[src/hdl/kpva_pkg.sv]
package kpva_pkg;

  localparam int DW = 32;
  localparam int FB = 16;
  localparam int NREG = 8;
  localparam int IDXW = 3;

  // register indexes
  localparam logic [IDXW-1:0] REG_PQ  = 3'd0;
  localparam logic [IDXW-1:0] REG_VQ  = 3'd1;
  localparam logic [IDXW-1:0] REG_MR  = 3'd2;
  localparam logic [IDXW-1:0] REG_IP  = 3'd3;
  localparam logic [IDXW-1:0] REG_IV  = 3'd4;
  localparam logic [IDXW-1:0] REG_IPP = 3'd5;
  localparam logic [IDXW-1:0] REG_IPV = 3'd6;
  localparam logic [IDXW-1:0] REG_IVV = 3'd7;

  // datapath register file slots
  typedef enum logic [3:0] {
    R_P, R_V, R_P00, R_P01, R_P11, R_A, R_B, R_C,
    R_PP, R_VP, R_S, R_K0, R_K1, R_Y, R_T0, R_T1
  } rsel_t;

  // operand sources beyond the register slots
  typedef enum logic [2:0] {
    SRC_REG, SRC_DT, SRC_ACC, SRC_Z, SRC_PQ, SRC_VQ, SRC_MR, SRC_MUL
  } src_t;

  typedef enum logic [2:0] {
    OP_NONE, OP_MUL, OP_ADD, OP_SUB, OP_ADD3, OP_DIV, OP_HALF
  } op_t;

  typedef struct packed {
    op_t   op;
    src_t  sa;
    rsel_t ra;
    src_t  sb;
    rsel_t rb;
    rsel_t rc;
    rsel_t rd;
    logic  wr;
    logic  commit;
    logic  latch_in;
  } cmd_t;

  typedef struct packed {
    logic busy;
    logic s_zero;
  } stat_t;

  typedef enum logic [1:0] {ST_IDLE, ST_RUN, ST_WAIT, ST_OUT} state_t;

  localparam int NSTEP = 24;
  localparam int STW = 5;

endpackage

[src/hdl/kpva_ctrl.sv]
module kpva_ctrl (
  input  logic              clk,
  input  logic              rst_n,
  input  logic              in_fire,
  input  logic              out_fire,
  input  kpva_pkg::stat_t   stat,
  output kpva_pkg::cmd_t    cmd,
  output logic              in_rdy,
  output logic              out_vld,
  output logic              sing
);
  kpva_pkg::state_t st_r, st_nxt;
  logic [kpva_pkg::STW-1:0] pc_r, pc_nxt;
  logic sing_r, sing_nxt;
  kpva_pkg::cmd_t mc;

  localparam kpva_pkg::rsel_t X = kpva_pkg::R_T0;

  function automatic kpva_pkg::cmd_t mk(kpva_pkg::op_t op, kpva_pkg::src_t sa,
      kpva_pkg::rsel_t ra, kpva_pkg::src_t sb, kpva_pkg::rsel_t rb,
      kpva_pkg::rsel_t rc, kpva_pkg::rsel_t rd, logic wr);
    kpva_pkg::cmd_t c;
    c.op = op; c.sa = sa; c.ra = ra; c.sb = sb; c.rb = rb; c.rc = rc; c.rd = rd;
    c.wr = wr; c.commit = 1'b0; c.latch_in = 1'b0;
    return c;
  endfunction

  // step program: one shared multiplier, adder or divider operation per cycle, holding while the divider is busy
  always_comb begin
    unique case (pc_r)
      5'd0:  mc = mk(kpva_pkg::OP_MUL, kpva_pkg::SRC_DT, X, kpva_pkg::SRC_ACC, X,
                     X, kpva_pkg::R_T0, 1'b1);
      5'd1:  mc = mk(kpva_pkg::OP_MUL, kpva_pkg::SRC_DT, X, kpva_pkg::SRC_MUL, X,
                     X, kpva_pkg::R_T1, 1'b1);
      5'd2:  mc = mk(kpva_pkg::OP_ADD, kpva_pkg::SRC_REG, kpva_pkg::R_V,
                     kpva_pkg::SRC_REG, kpva_pkg::R_T0, X, kpva_pkg::R_VP, 1'b1);
      5'd3:  mc = mk(kpva_pkg::OP_MUL, kpva_pkg::SRC_DT, X, kpva_pkg::SRC_REG,
                     kpva_pkg::R_V, X, kpva_pkg::R_T0, 1'b1);
      5'd4:  mc = mk(kpva_pkg::OP_HALF, kpva_pkg::SRC_REG, kpva_pkg::R_P,
                     kpva_pkg::SRC_REG, kpva_pkg::R_T0, kpva_pkg::R_T1,
                     kpva_pkg::R_PP, 1'b1);
      5'd5:  mc = mk(kpva_pkg::OP_MUL, kpva_pkg::SRC_DT, X, kpva_pkg::SRC_REG,
                     kpva_pkg::R_P11, X, kpva_pkg::R_T0, 1'b1);
      5'd6:  mc = mk(kpva_pkg::OP_ADD, kpva_pkg::SRC_REG, kpva_pkg::R_P01,
                     kpva_pkg::SRC_REG, kpva_pkg::R_T0, X, kpva_pkg::R_B, 1'b1);
      5'd7:  mc = mk(kpva_pkg::OP_MUL, kpva_pkg::SRC_DT, X, kpva_pkg::SRC_REG,
                     kpva_pkg::R_T0, X, kpva_pkg::R_T1, 1'b1);
      5'd8:  mc = mk(kpva_pkg::OP_MUL, kpva_pkg::SRC_DT, X, kpva_pkg::SRC_REG,
                     kpva_pkg::R_P01, X, kpva_pkg::R_T0, 1'b1);
      // P00 + 2m + m2 + q, exact in the wide sum
      5'd9:  mc = mk(kpva_pkg::OP_ADD3, kpva_pkg::SRC_REG, kpva_pkg::R_P00,
                     kpva_pkg::SRC_REG, kpva_pkg::R_T0, kpva_pkg::R_T1,
                     kpva_pkg::R_A, 1'b1);
      5'd10: mc = mk(kpva_pkg::OP_NONE, kpva_pkg::SRC_REG, X, kpva_pkg::SRC_REG, X,
                     X, X, 1'b0);
      5'd11: mc = mk(kpva_pkg::OP_ADD, kpva_pkg::SRC_REG, kpva_pkg::R_P11,
                     kpva_pkg::SRC_VQ, X, X, kpva_pkg::R_C, 1'b1);
      5'd12: mc = mk(kpva_pkg::OP_ADD, kpva_pkg::SRC_REG, kpva_pkg::R_A,
                     kpva_pkg::SRC_MR, X, X, kpva_pkg::R_S, 1'b1);
      5'd13: mc = mk(kpva_pkg::OP_DIV, kpva_pkg::SRC_REG, kpva_pkg::R_A,
                     kpva_pkg::SRC_REG, kpva_pkg::R_S, X, X, 1'b0);
      5'd14: mc = mk(kpva_pkg::OP_DIV, kpva_pkg::SRC_REG, kpva_pkg::R_A,
                     kpva_pkg::SRC_REG, kpva_pkg::R_S, X, kpva_pkg::R_K0, 1'b1);
      5'd15: mc = mk(kpva_pkg::OP_DIV, kpva_pkg::SRC_REG, kpva_pkg::R_B,
                     kpva_pkg::SRC_REG, kpva_pkg::R_S, X, X, 1'b0);
      5'd16: mc = mk(kpva_pkg::OP_DIV, kpva_pkg::SRC_REG, kpva_pkg::R_B,
                     kpva_pkg::SRC_REG, kpva_pkg::R_S, X, kpva_pkg::R_K1, 1'b1);
      5'd17: mc = mk(kpva_pkg::OP_SUB, kpva_pkg::SRC_Z, X, kpva_pkg::SRC_REG,
                     kpva_pkg::R_PP, X, kpva_pkg::R_Y, 1'b1);
      5'd18: mc = mk(kpva_pkg::OP_MUL, kpva_pkg::SRC_REG, kpva_pkg::R_K0,
                     kpva_pkg::SRC_REG, kpva_pkg::R_Y, X, kpva_pkg::R_T0, 1'b1);
      5'd19: mc = mk(kpva_pkg::OP_ADD, kpva_pkg::SRC_REG, kpva_pkg::R_PP,
                     kpva_pkg::SRC_REG, kpva_pkg::R_T0, X, kpva_pkg::R_PP, 1'b1);
      5'd20: mc = mk(kpva_pkg::OP_MUL, kpva_pkg::SRC_REG, kpva_pkg::R_K1,
                     kpva_pkg::SRC_REG, kpva_pkg::R_Y, X, kpva_pkg::R_T0, 1'b1);
      5'd21: mc = mk(kpva_pkg::OP_ADD, kpva_pkg::SRC_REG, kpva_pkg::R_VP,
                     kpva_pkg::SRC_REG, kpva_pkg::R_T0, X, kpva_pkg::R_VP, 1'b1);
      5'd22: mc = mk(kpva_pkg::OP_MUL, kpva_pkg::SRC_REG, kpva_pkg::R_K1,
                     kpva_pkg::SRC_REG, kpva_pkg::R_B, X, kpva_pkg::R_T0, 1'b1);
      5'd23: mc = mk(kpva_pkg::OP_SUB, kpva_pkg::SRC_REG, kpva_pkg::R_C,
                     kpva_pkg::SRC_REG, kpva_pkg::R_T0, X, kpva_pkg::R_C, 1'b1);
      5'd24: mc = mk(kpva_pkg::OP_MUL, kpva_pkg::SRC_REG, kpva_pkg::R_K0,
                     kpva_pkg::SRC_REG, kpva_pkg::R_B, X, kpva_pkg::R_T0, 1'b1);
      5'd25: mc = mk(kpva_pkg::OP_SUB, kpva_pkg::SRC_REG, kpva_pkg::R_B,
                     kpva_pkg::SRC_REG, kpva_pkg::R_T0, X, kpva_pkg::R_B, 1'b1);
      5'd26: mc = mk(kpva_pkg::OP_MUL, kpva_pkg::SRC_REG, kpva_pkg::R_K0,
                     kpva_pkg::SRC_REG, kpva_pkg::R_A, X, kpva_pkg::R_T0, 1'b1);
      5'd27: mc = mk(kpva_pkg::OP_SUB, kpva_pkg::SRC_REG, kpva_pkg::R_A,
                     kpva_pkg::SRC_REG, kpva_pkg::R_T0, X, kpva_pkg::R_A, 1'b1);
      default: mc = mk(kpva_pkg::OP_NONE, kpva_pkg::SRC_REG, X, kpva_pkg::SRC_REG, X,
                       X, X, 1'b0);
    endcase
  end

  always_comb begin
    st_nxt = st_r; pc_nxt = pc_r; sing_nxt = sing_r;
    cmd = mk(kpva_pkg::OP_NONE, kpva_pkg::SRC_REG, X, kpva_pkg::SRC_REG, X, X, X, 1'b0);
    in_rdy = 1'b0; out_vld = 1'b0;
    unique case (st_r)
      kpva_pkg::ST_IDLE: begin
        in_rdy = 1'b1;
        cmd.latch_in = in_fire;
        if (in_fire) begin
          st_nxt = kpva_pkg::ST_RUN; pc_nxt = '0;
        end
      end
      kpva_pkg::ST_RUN: begin
        cmd = mc;
        if (pc_r == 5'd13 || pc_r == 5'd15) begin
          st_nxt = kpva_pkg::ST_WAIT;
          pc_nxt = pc_r + 5'd1;
        end else if (pc_r == 5'd27) begin
          cmd.commit = 1'b0;
          st_nxt = kpva_pkg::ST_OUT; sing_nxt = 1'b0;
          pc_nxt = 5'd28;
        end else begin
          pc_nxt = pc_r + 5'd1;
        end
        // zero innovation variance: skip the correction
        if (pc_r == 5'd13 && stat.s_zero) begin
          cmd.op = kpva_pkg::OP_NONE;
          st_nxt = kpva_pkg::ST_OUT; sing_nxt = 1'b1; pc_nxt = 5'd28;
        end
      end
      kpva_pkg::ST_WAIT: begin
        if (!stat.busy) begin
          cmd = mc;
          st_nxt = kpva_pkg::ST_RUN;
          pc_nxt = pc_r + 5'd1;
        end
      end
      kpva_pkg::ST_OUT: begin
        // this state first commits the new state, then the item is shown
        if (pc_r == 5'd28) begin
          cmd.commit = 1'b1;
          pc_nxt = 5'd29;
        end else begin
          out_vld = 1'b1;
          if (out_fire) st_nxt = kpva_pkg::ST_IDLE;
        end
      end
      default: st_nxt = kpva_pkg::ST_IDLE;
    endcase
  end

  always_ff @(posedge clk) begin
    if (!rst_n) begin
      st_r <= kpva_pkg::ST_IDLE; pc_r <= '0; sing_r <= 1'b0;
    end else begin
      st_r <= st_nxt; pc_r <= pc_nxt; sing_r <= sing_nxt;
    end
  end
  assign sing = sing_r;
endmodule

[config.mk]
export PLATFORM = sky130hd
export DESIGN_NAME = kpva_ctrl
export DESIGN_NICKNAME = d
export VERILOG_FILES = /design/src/hdl/kpva_pkg.sv /design/src/hdl/kpva_ctrl.sv
export SDC_FILE = /design/constraint.sdc
export NUM_CORES = 1
export LEC_CHECK = 0
export BUFFER_PORTS_ARGS = -buffer_cell sky130_fd_sc_hd__buf_4
export CAP_MARGIN = 20
export CORE_UTILIZATION = 35
export CTS_CLUSTER_SIZE = 10
export DETAILED_ROUTE_END_ITERATION = 6
export GPL_ROUTABILITY_DRIVEN = 1
export PLACE_DENSITY = 0.64
export SETUP_SLACK_MARGIN = 0.5
export SLEW_MARGIN = 20
export SYNTH_ARGS = -nofsm -noshare
export SYNTH_HDL_FRONTEND = slang
export SYNTH_SLANG_ARGS = --single-unit
[constraint.sdc]
create_clock -name clk -period 3.9 [get_ports clk]
set_input_delay 0.195 -clock clk [delete_from_list [all_inputs] [get_ports clk]]
set_output_delay 0.195 -clock clk [all_outputs]
set_load 0.005 [all_outputs]
[After elaboration in Yosys (flattened, before gate mapping)]
Memory sizes are Yosys's and may differ from the RTL's. A register that Yosys moved wholly into a read port is not among the register bits.
Cells that the tools add are included.
Word-level totals
  register bits: 8
  memories: 1
  input port bits: 6
  memory bits (read-only): 704
Cells by class
  reduce and logical (&&, ||, !) cells: 7
  $add $sub $neg: 1
  muxes and demuxes: 31
  equal/unequal tests: 14
Memories
  (no name shown): depth 32, bits a word 22, read ports 1, clocked after Yosys merged registers in 1, write ports 0, line kpva_ctrl.sv:30  | unique case (pc_r)
Operators with widths (count)
  $pmux 26 s2: 1
  $mux 5: 8
  $mux 28: 1
  $pmux 5 s4: 1
  $mux 2: 7
  $eq 5x4->1 const B: 2
  $eq 5x5->1 const B: 2
  $ne 2x2->1 const B: 5
  $mux 1: 9
  $pmux 2 s4: 1
  $pmux 1 s3: 2
  $reduce_and 3->1: 2
  $add 5x1->5 const B: 1
  $reduce_and 5->1: 1
  $eq 2x2->1 const B: 2
  $ne 4x4->1 const B: 1
  $mux 3: 1
  $eq 2x1->1 const B: 1
  $logic_not 2->1: 1
  $ne 2x1->1 const B: 1
  $reduce_bool 2->1: 1
  $logic_and 1x1->1: 1
  $logic_or 1x1->1: 1

[Depth between registers and ports, before layout]
Gate-level depths: netlist of the first run.
  depth in word-level cells: 7
  depth in mapped cells: 15

[Worst setup path before layout of the first run]
Ideal clock, no wire load.
  path kind: register -> register
  from: register st_r[0]
  to: register mc[19] (netlist name)
  arrival time: 2952 ps
  required time: 3821 ps
  cell stages (with the launch flop): 16
  setup slack: 869 ps
  library setup time: 79 ps
  clock period less this slack: 3031 ps
  path buffers: 2
  cell sequence: dfxtp_1 > inv_1 > ha_1 > buf_6 > and2_1 > buf_4 > a211o_1 > a221oi_2 > and2_4 > nand2_1 > ha_1 > a221oi_1 > a41oi_1 > o21ai_1 > nor2_1 > o211ai_1
Between the ends
  cells in the longest elaborated chain, start to end: 5
RTL lines
  start, declared: line kpva_ctrl.sv:12  | kpva_pkg::state_t st_r, st_nxt;
  start signal, assigned: line kpva_ctrl.sv:150  | st_r <= st_nxt; pc_r <= pc_nxt; sing_r <= sing_nxt;
  $eq 2x2->1 / $logic_not 2->1 (equally long branches): line kpva_ctrl.sv:99  | unique case (st_r)
  $ne 2x2->1 (no line)
  $reduce_and 3->1 (no line)
  $mux 5 (no line) (*) (2 in series)
Mark *: on every way between the ends. The rest lies on a longest branch, timed or not.
A chain may end at the register's enable or synchronous reset.

[Worst setup path after layout of the first run]
  from: register pc_r[2] (netlist bit)
  to: register mc[4] (netlist name)
Between the ends
  cells in the longest elaborated chain, start to end: 7
RTL lines
  start, declared: line kpva_ctrl.sv:13  | logic [kpva_pkg::STW-1:0] pc_r, pc_nxt;
  start signal, assigned: line kpva_ctrl.sv:150
  $add 5x1->5 (tied with other cells): line kpva_ctrl.sv:111, kpva_ctrl.sv:117, kpva_ctrl.sv:129
  $mux 5 / $logic_or 1x1->1 (equally long branches): line kpva_ctrl.sv:112, kpva_ctrl.sv:109
  $mux 5: line kpva_ctrl.sv:109  | if (pc_r == 5'd13 || pc_r == 5'd15) begin
  $mux 5: line kpva_ctrl.sv:120  | if (pc_r == 5'd13 && stat.s_zero) begin
  $pmux 5 s4: line kpva_ctrl.sv:99
  $mux 5 (no line) (*) (2 in series)
Mark *: on every way between the ends. The rest lies on a longest branch, timed or not. The select of a mux whose other input is x is not followed.

==> metrics.md, run 1 <==
| Metric | Value |
|---|---|
| Status | completed |
| Largest cells by area after synthesis | dfxtp_1 25%, ha_1 6.6%, and2_1 4.3% |
| Ant diodes | 0 |
| Power per cell area | 499 nW/um^2 |
| Commonest cells post-synth | 30 x dfxtp_1, 25 x nand2_1, 17 x and2_1 |
| Final setup fails | 0 |
| Max cap viols | 0 |
| Io pins | 37 |
| Worst slew margin | 31.8% |
| Routed len/inst | 16.7 microns |
| Setup TNS | 0 ps |
| # nets final | 336 |
| Width of the die | 85.6 microns |
| Leak | 1.14 nW |
| Mean post-synth cell area | 8.35 sq um |
| Largest net degree at the start of global routing | 23 |
| Port Buffer Count | 32 |
| # rows | 30 |
| Pre-antenna DRT Iters | 5 |
| ANT nets after route | 0 |
| GPL Wtd Cong | 0.958 |
| CP endpoint kind | flop |
| # fillers | 676 |
| Post-Syn Area | 2450 sq um |
| Synth warn | 0 |
| Starting DRT DRC Count | 297 |
| CP required | 4100 ps |
| Top-count cell post-synth | dfxtp_1 |
| Largest area contributor in the netlist | dfxtp_1 |
| Core Footprint | 6760 sq um |
| Share of post-route cells with drive strength above 1 | 24.6% |
| Average vias per placed instance | 5.92 |
| Hold-fix buffers, CTS | 0 |
| Clock-pin slew on the worst setup and hold paths | 60 ps |
| Root Buffer Master | clkbuf_8 |
| CTS tree | built |
| First-pass GRT wire length | 11000 microns |
| Worst-Margin Slew | 1020 ps |
| CTS Sinks | 30 |
| Aggregate global routing overflow | 0 |
| Synth Flop Type | dfxtp_1 |
| DRC viols | 0 |
| Worst Path Arrival | 3360 ps |
| Synth Instances | 293 |
| Async S/R FF share, synth | 0% |
| H-tree depth | 2 |
| Final Non-Filler Cells | 397 |
| Slew Viols, Final | 0 |
| CTS Buf Count | 5 |
| Unrepaired setup endpoints after global routing | no |
| Final worst clock skew | 5.71 ps |
| Crit Path Max Fanout | 15 |
| Clk buf depth | 2 |
| CP Class | reg -> reg |
| Cells after DPL | 389 |
| Total Wirelength | 6630 microns |
| Layout area overhead | 15.8% |
| Top cell type's share of synthesized area | 24.6% |
| Via count | 2349 |
| HPWL after detailed placement | 4820 microns |
| VDD IR-drop max | 0.145 mV |
| Fin crit share | 81.0% |
| Synth unique cells | 74 |
| Hold WC Path Type | in -> reg |
| Gr usage total | 18.7% |
| Worst-Skew Late Latency | 280 ps |
| Sequential share of the synthesized area | 24.6% |
| Max Fclk | 316 MHz |
| Initial antenna violation count | 0 |
| Starting Density | 36.2% |
| Vias in the first global route | 2097 |
| Worst setup SP type | flop |
| Final Hold Viols | 0 |
| Post-synth EDFFs | 0 |
| Die area | 7330 sq um |
| Synth Register Bits | 30 |
| Die Y | 85.6 microns |
| Min Tclk post-route | 3160 ps |
## power breakdown
part           total [W]  leakage [nW]  internal (W)  switching, W
logic           0.000751         0.840      0.000346      0.000405
registers       0.000347         0.243      0.000329     0.0000181
clock network   0.000316        0.0573      0.000204      0.000112
total            0.00141          1.14      0.000879      0.000535
## layout by cell type (no fill, tap or decap), types with 3 or more instances in the layout
cell      count
buf_4        37
dfxtp_1      30
nand2_1      25
and2_1       16
nor2_1       16
a21oi_1      12
inv_1        11
ha_1         11
a31oi_1      10
a21o_1       10
nand3_1       7
nand2b_1      6
clkbuf_8      6
o21ai_0       5
a32oi_1       5
nand3b_1      4
nor3_1        4
nor2_2        4
mux2i_1       4
o21ai_1       4
o211ai_1      4
conb_1        4
inv_2         3
and3_1        3
a211oi_1      3
nor4_1        3
a22oi_1       3
a21boi_0      3
o22ai_1       3
## registers in the layout (all words and copies together), names as in the netlist
| name | flops |
|---|---|
| mc | 22 |
| pc_r | 5 |
| sing | 1 |
| st_r | 2 |
## worst paths after layout
kind              cells past startpoint  slack (ps)    end  startpoint
setup / recovery                     11         740  mc[4]     pc_r[2]
hold / removal                        3         310  mc[3]       rst_n
hold reg to reg                       2         480   sing        sing
setup reg to reg                     11         740  mc[4]     pc_r[2]
## cell families after synthesis
logic type	Yosys count	share of synthesized area (%)
other	2	0.307
DFF	30	24.6
and+or+nand+nor	104	23.4
AOI/OAI and AO/OA	99	33.4
buffers and inverters	38	8.59
muxes	7	3.12
adders and majority gates	13	6.65
## through the flow
step                      hold WS [ps]  power [W]  setup slack, ps  util (%)  area [sq um]
after floorplan                    384   0.000830              869         -          2450
final                              306    0.00141              740      41.9          2830
after CTS                          309    0.00140              632      41.4          2800
after detailed placement           470    0.00106              490      39.6          2680
after global placement             460    0.00106              583      39.6          2680
after global routing               323    0.00151              498      41.9          2830
## layout make-up
type,instances,area (sq um),area share (%)
clock buffer,6,82.6,2.92
clock inverter,1,30.0,1.06
inverter,16,66.3,2.34
multi-input combinational,227,1680,59.1
sequential,30,601,21.2
tap,80,100,3.53
timing repair buffer,37,278,9.81
## routing by layer
metal	vias up	wire length [microns]	global-route usage, %
met4	0	97	4.24
li1	1124	-	-
met1	1100	3130	26.9
met3	11	419	3.27
met5	-	0	0
met2	114	2980	29.1
## critical path: stages, from the launching register on
cell and delay [ps]:
dfxtp_1 680, nand4_4 280, a211o_4 430, a221oi_4 270
and2_4 200, nand2_1 110, ha_1 300, a221oi_2 230
a41oi_1 90, o21ai_1 230, nor2_1 100, a21oi_1 160
## timing repair
item | in CTS | in global routing
buffers inserted | 1 | 0
endpoints found under the setup margin | 3 | 9
gates resized for setup | 2 | 6
pin swaps | 0 | 1
hold endpoints to repair | 0 | 0
Note: power is estimated with default switching activity, not from simulation.
==> run 2: changes to the inputs <==
==> constraint.sdc (replaced) <==
create_clock -name clk -period 3.2 [get_ports clk]
set_input_delay 0.16 -clock clk [delete_from_list [all_inputs] [get_ports clk]]
set_output_delay 0.16 -clock clk [all_outputs]
set_load 0.005 [all_outputs]
==> run 2 against run 1 <==
Against the previous run:
- cell area rose by 9.9%
- power grew 41%
- worst hold slack worse by 44 ps
- final cell count increased by 3.0%
- largest cell class unchanged
- count of clock-buffer cells in the layout did not move
- via count is 3.7% higher
- critical endpoint is now mc[19]
- fmax up 16%
==> metrics.md, run 2 (synthesized netlist as in run 1, its figures left out) <==
| Metric | Value |
|---|---|
| Worst slew margin | 48.1% (was 31.8%) |
| # fillers | 617 (was 676) |
| GPL Wtd Cong | 0.917 (was 0.958) |
| Hold WC Path Type | in -> reg (unchanged) |
| Crit path launch | st_r[1] (was pc_r[2]) |
| Pre-antenna DRT Iters | 5 (unchanged) |
| ANT nets after route | 0 (unchanged) |
| Power per cell area | 638 nW/um^2 (was 499 nW/um^2) |
| Layout area overhead | 27.3% (was 15.8%) |
| Average vias per placed instance | 5.96 (was 5.92) |
| Die Y | 85.6 microns (unchanged) |
| CP endpoint kind | flop (unchanged) |
| DRC viols | 0 (unchanged) |
| First-pass GRT wire length | 11200 microns (was 11000 microns) |
| Setup TNS | 0 ps (unchanged) |
| Ant diodes | 0 (unchanged) |
| Pwr Total | 0.00199 W (was 0.00141 W) |
| CP required | 3410 ps (was 4100 ps) |
| Most frequent cells in the layout | 48 x buf_4, 24 x dfxtp_1, 23 x nand2_1 (was 37 x buf_4, 30 x dfxtp_1, 25 x nand2_1) |
| Slew Viols, Final | 0 (unchanged) |
| R2r endpoint | mc[19] (was mc[4]) |
| Max Fclk | 366 MHz (was 316 MHz) |
| CTS Sinks | 30 (unchanged) |
| H-tree depth | 2 (unchanged) |
| Width of the die | 85.6 microns (unchanged) |
| Aggregate global routing overflow | 0 (unchanged) |
| Root Buffer Master | clkbuf_8 (unchanged) |
| Worst Reg2Reg Path Length in Cells | 13 (was 11) |
| Max cap viols | 0 (unchanged) |
| Final Hold Viols | 0 (unchanged) |
| Worst-Margin Slew | 777 ps (was 1020 ps) |
| Hold path depth | 3 (unchanged) |
| Leak | 1.25 nW (was 1.14 nW) |
| Hold-fix buffers, CTS | 0 (unchanged) |
| Min Tclk post-route | 2730 ps (was 3160 ps) |
| Max reg flops | 22 (unchanged) |
| Status | completed (unchanged) |
| Worst-Skew Late Latency | 290 ps (was 280 ps) |
| Initial antenna violation count | 0 (unchanged) |
| WL met3 | 448 microns (was 419 microns) |
| Die area | 7330 sq um (unchanged) |
| Gr usage total | 19.0% (was 18.7%) |
| HPWL after detailed placement | 4790 microns (was 4820 microns) |
| Multi-input logic area | 1830 sq um (was 1680 sq um) |
| Worst Path Arrival | 2940 ps (was 3360 ps) |
| Io pins | 37 (unchanged) |
| FF-to-FF setup slack | 470 ps (was 740 ps) |
| CP Class | reg -> reg (unchanged) |
| WL met2 | 3390 microns (was 2980 microns) |
| Starting DRT DRC Count | 307 (was 297) |
| Most common cell after layout, fill and taps aside | buf_4 (unchanged) |
| Final setup fails | 0 (unchanged) |
| Via count | 2437 (was 2349) |
| Share of post-route cells with drive strength above 1 | 35.9% (was 24.6%) |
| CTS Buf Count | 5 (unchanged) |
| FF+latch area | 613 sq um (was 601 sq um) |
| # rows | 30 (unchanged) |
| Crit Path Max Fanout | 6 (was 15) |
| Routed len/inst | 17.2 microns (was 16.7 microns) |
| Fin crit share | 85.3% (was 81.0%) |
| R2R Path Start | st_r[1] (was pc_r[2]) |
| Clk buf depth | 2 (unchanged) |
| Clock-pin slew on the worst setup and hold paths | 70 ps (was 60 ps) |
| Total Wirelength | 7040 microns (was 6630 microns) |
| Core Footprint | 6760 sq um (unchanged) |
| Vias in the first global route | 2256 (was 2097) |
| Hold path start | rst_n (unchanged) |
| Starting Density | 36.2% (unchanged) |
| Port Buffer Count | 32 (unchanged) |
| Final worst clock skew | 7.72 ps (was 5.71 ps) |
| Met1 WL | 3070 microns (was 3130 microns) |
| Unrepaired setup endpoints after global routing | yes (was no) |
| VDD IR-drop max | 0.236 mV (was 0.145 mV) |
| Hold path endpoint | mc[3] (unchanged) |
| Top sig layer | met4 (unchanged) |
| CTS tree | built (unchanged) |
| # nets final | 347 (was 336) |
| Worst setup SP type | flop (unchanged) |
| Largest net degree at the start of global routing | 23 (unchanged) |
-- run 2: changes by cell type in the layout (fill, tap and decap cells not counted), moves of 2 or more --
| cell | previous run | this run |
|---|---|---|
| inv_1 | 11 | 8 |
| inv_4 | 1 | 3 |
| dfxtp_1 | 30 | 24 |
| buf_4 | 37 | 48 |
| o21ai_2 | 1 | 3 |
| nand2_1 | 25 | 23 |
| dfxtp_2 | 0 | 4 |
| dfxtp_4 | 0 | 2 |
| o21ai_0 | 5 | 3 |
| ha_1 | 11 | 6 |
| inv_2 | 3 | 5 |
| and2_4 | 1 | 3 |
| ha_4 | 0 | 5 |
-- run 2: layout make-up --
class / count / share of cell area (%)
well taps: 80 / 3.21
inverters: 16 / 2.17
clock inverters: 2 / 1.93
multi-input cells: 227 / 58.8
repair buffers: 48 / 11.6
flip-flops and latches: 30 / 19.7
clock buffers: 6 / 2.65
-- run 2: routing by layer --
metal,vias to the layer above,track usage [%]
met5,-,0
met3,20,3.75
met1,1149,25.0
li1,1146,-
met2,122,31.2
met4,0,6.52
-- run 2: power by group --
part | switching [W] | internal (W) | leakage (nW)
clock | 0.000154 | 0.000332 | 0.0714
sequential | 0.0000302 | 0.000408 | 0.246
combinational | 0.000559 | 0.000505 | 0.930
total | 0.000743 | 0.00125 | 1.25
-- run 2: how the worst max path moves through the flow --
stage	depth (start not counted)	slack, ps	end
global placement	11	340	mc[26]
detailed placement	13	230	mc[19]
CTS	11	490	mc[26]
global route	13	350	mc[19]
finish	13	470	mc[19]
floorplan	15	480	mc[19]
-- run 2: repair_timing --
action	4_1_cts	5_1_grt
setup endpoints to repair	14	21
pin swaps	8	6
hold endpoints to repair	0	0
setup buffers	7	2
gates resized for setup	11	23
-- run 2: critical path: stages (launching register included) --
cell and delay [ps]:
dfxtp_4 390, inv_4 50, ha_4 160, and2b_2 240, a211o_1 330, a221oi_4 280, and2_4 210, nand2_4 80
ha_4 190, a221oi_4 220, a41oi_2 70, o21ai_2 190, nor2_2 90, o211ai_1 150
-- run 2: metrics by stage --
| stage | setup slack, ps | utilization (%) | cells | hold WS [ps] | cell area (sq um) |
|---|---|---|---|---|---|
| finish | 470 | 46.1 | 409 | 262 | 3110 |
| CTS | 485 | 44.5 | 407 | 235 | 3010 |
| detailed placement | 230 | 41.0 | 392 | 477 | 2770 |
| global placement | 339 | 41.0 | 392 | 471 | 2770 |
| floorplan | 478 | - | 295 | 349 | 2530 |
| global route | 355 | 46.1 | 409 | 259 | 3110 |
==> run 3: changes to the inputs <==
--- a/config.mk
+++ b/config.mk
@@ -7,11 +7,11 @@
 export LEC_CHECK = 0
 export BUFFER_PORTS_ARGS = -buffer_cell sky130_fd_sc_hd__buf_4
 export CAP_MARGIN = 20
-export CORE_UTILIZATION = 35
+export CORE_UTILIZATION = 50
 export CTS_CLUSTER_SIZE = 10
 export DETAILED_ROUTE_END_ITERATION = 6
 export GPL_ROUTABILITY_DRIVEN = 1
-export PLACE_DENSITY = 0.64
+export PLACE_DENSITY = 0.82
 export SETUP_SLACK_MARGIN = 0.5
 export SLEW_MARGIN = 20
 export SYNTH_ARGS = -nofsm -noshare
==> run 3 against run 2 <==
Against the previous run:
- worst setup slack worse by 51 ps
- critical path type unchanged
- combinational power rose by 5%
- wire length is 2.3% higher
- die area is 29% lower
- register-to-register slack worse by 50 ps
- final cell count fell by 0.73%
- largest cell class unchanged
- clock skew down 1.5 ps
- sequential share of layout area grew 0.22 points
- first-iteration DRC count decreased by 3.3%
- non-clock buffer count up 10
- critical path depth decreased by 2
==> metrics.md, run 3 (synthesized netlist as in run 1, its figures left out) <==
| Metric | Value |
|---|---|
| Status | completed (unchanged) |
| Vias in the first global route | 2074 (was 2256) |
| HPWL after detailed placement | 4850 microns (was 4790 microns) |
| Final Non-Filler Cells | 406 (was 409) |
| Core Footprint | 4720 sq um (was 6760 sq um) |
| CP Class | reg -> reg (unchanged) |
| DRC viols | 0 (unchanged) |
| Worst Path Arrival | 2940 ps (about the same) |
| CP required | 3360 ps (was 3410 ps) |
| P_sw | 0.000742 W (was 0.000743 W) |
| Max reg flops | 22 (unchanged) |
| Crit Path Max Fanout | 26 (was 6) |
| CP endpoint kind | flop (unchanged) |
| Share of post-route cells with drive strength above 1 | 37.5% (was 35.9%) |
| Root Buffer Master | clkbuf_8 (unchanged) |
| Pre-antenna DRT Iters | 6 (was 5) |
| Via count | 2521 (was 2437) |
| Die Y | 71.9 microns (was 85.6 microns) |
| Power per cell area | 599 nW/um^2 (was 638 nW/um^2) |
| Most frequent cells in the layout | 57 x buf_4, 24 x dfxtp_1, 23 x nand2_1 (was 48 x buf_4, 24 x dfxtp_1, 23 x nand2_1) |
| Average vias per placed instance | 6.21 (was 5.96) |
| Worst-Margin Slew | 844 ps (was 777 ps) |
| Most common cell after layout, fill and taps aside | buf_4 (unchanged) |
| Largest net degree at the start of global routing | 27 (was 23) |
| GPL Wtd Cong | 0.969 (was 0.917) |
| Cells after DPL | 381 (was 392) |
| Gr usage total | 27.3% (was 19.0%) |
| # rows | 25 (was 30) |
| # nets final | 357 (was 347) |
| Starting DRT DRC Count | 297 (was 307) |
| Hold path depth | 3 (unchanged) |
| CTS Sinks | 30 (unchanged) |
| Switch share | 39.9% (was 37.4%) |
| CTS tree | built (unchanged) |
| H-tree depth | 2 (unchanged) |
| Int Pwr | 0.00112 W (was 0.00125 W) |
| Total Wirelength | 7210 microns (was 7040 microns) |
| Worst hold slack | 261 ps (was 262 ps) |
| Ant diodes | 0 (unchanged) |
| Worst-Skew Late Latency | 290 ps (about the same) |
| Fin crit share | 86.9% (was 85.3%) |
| Final Hold Viols | 0 (unchanged) |
| Final setup fails | 0 (unchanged) |
| Io pins | 37 (unchanged) |
| Combinational fraction of design power | 59.5% (was 53.6%) |
| Max Fclk | 360 MHz (was 366 MHz) |
| Max cap viols | 0 (unchanged) |
| Routed len/inst | 17.7 microns (was 17.2 microns) |
| Worst Reg2Reg Path Length in Cells | 11 (was 13) |
| Unrepaired setup endpoints after global routing | yes (unchanged) |
| Hold WC Path Type | in -> reg (unchanged) |
| Setup TNS | 0 ps (unchanged) |
| VDD IR-drop max | 0.277 mV (was 0.236 mV) |
| Clock-pin slew on the worst setup and hold paths | 70 ps (about the same) |
| Leak | 1.25 nW (about the same) |
| Starting Density | 51.8% (was 36.2%) |
| Aggregate global routing overflow | 0 (unchanged) |
| Port Buffer Count | 32 (unchanged) |
| Die area | 5180 sq um (was 7330 sq um) |
| Slew Viols, Final | 0 (unchanged) |
| Clk buf depth | 2 (unchanged) |
| CTS Buf Count | 5 (unchanged) |
| Final worst clock skew | 6.18 ps (was 7.72 ps) |
| Clk pwr share | 17.5% (was 24.4%) |
| Reg power frac | 23.0% (was 22.0%) |
| Worst setup SP type | flop (unchanged) |
| ANT nets after route | 0 (unchanged) |
| Worst slew margin | 43.6% (was 48.1%) |
| Width of the die | 71.9 microns (was 85.6 microns) |
| Layout area overhead | 27.0% (was 27.3%) |
| Initial antenna violation count | 0 (unchanged) |
| First-pass GRT wire length | 10900 microns (was 11200 microns) |
| Min Tclk post-route | 2780 ps (was 2730 ps) |
run 3: cell types whose count changed in the layout (fill, tap and decap cells not counted), sizes merged:
cell / delta
clkinvlp: +1
buf: +10
inv: -1
clkinv: +2
bufinv: -2
run 3: cell type report:
cell class / instances / area [sq um]
multi-input cells: 227 / 1800
fillers: 383 / 1620
flip-flops and latches: 30 / 618
repair buffers: 58 / 439
well taps: 67 / 83.8
clock buffers: 6 / 82.6
inverters: 16 / 67.6
clock inverters: 2 / 12.5
run 3: routing by layer:
| layer | GRT usage [%] | up-vias | wire [microns] |
|---|---|---|---|
| met2 | 41.6 | 157 | 3220 |
| met5 | 0 | - | 0 |
| li1 | - | 1160 | - |
| met4 | 8.71 | 0 | 197 |
| met3 | 5.56 | 31 | 628 |
| met1 | 38.6 | 1173 | 3160 |
run 3: power groups by stage:
stage | Clock, W | Sequential, W | Combinational [W]
6_report | 0.000326 | 0.000428 | 0.00111
3_5_place_dp | 0 | 0.000436 | 0.000944
3_3_place_gp | 0 | 0.000435 | 0.000933
4_1_cts | 0.000330 | 0.000427 | 0.00101
5_1_grt | 0.000349 | 0.000432 | 0.00118
2_1_floorplan | 0 | 0.000432 | 0.000631
run 3: per-stage QoR:
step / instance area, sq um / power [W] / util (%) / setup slack [ps]
global route: 3110 / 0.00196 / 65.7 / 388
detailed placement: 2770 / 0.00138 / 58.6 / 269
global placement: 2770 / 0.00137 / 58.6 / 386
CTS: 2950 / 0.00176 / 62.4 / 502
finish: 3110 / 0.00186 / 65.7 / 419
floorplan: 2530 / 0.00106 / - / 478
run 3: critical path: stages (launching register included):
cell	delay (ps)
dfxtp_4	360
inv_2	90
ha_1	360
inv_1	170
nor4_1	490
o31a_1	290
nor2_2	80
clkinv_1	50
buf_4	250
nand3_1	110
a32oi_1	330
a21oi_2	60
run 3: path summary, 6_finish.rpt:
| check | start | endpoint | slack, ps |
|---|---|---|---|
| worst max register to register | st_r[1] | mc[4] | 420 |
| worst min register to register | sing | sing | 480 |
| worst min-delay path | rst_n | pc_r[0] | 260 |
| worst max-delay path | st_r[1] | mc[4] | 420 |
run 3: what timing repair did:
item                       CTS  global route
resized for setup           14            22
pin swaps                    6            10
buffers inserted             6            11
hold endpoints to repair     0             0
setup endpoints to repair   17            16
hold buffers                 0             0
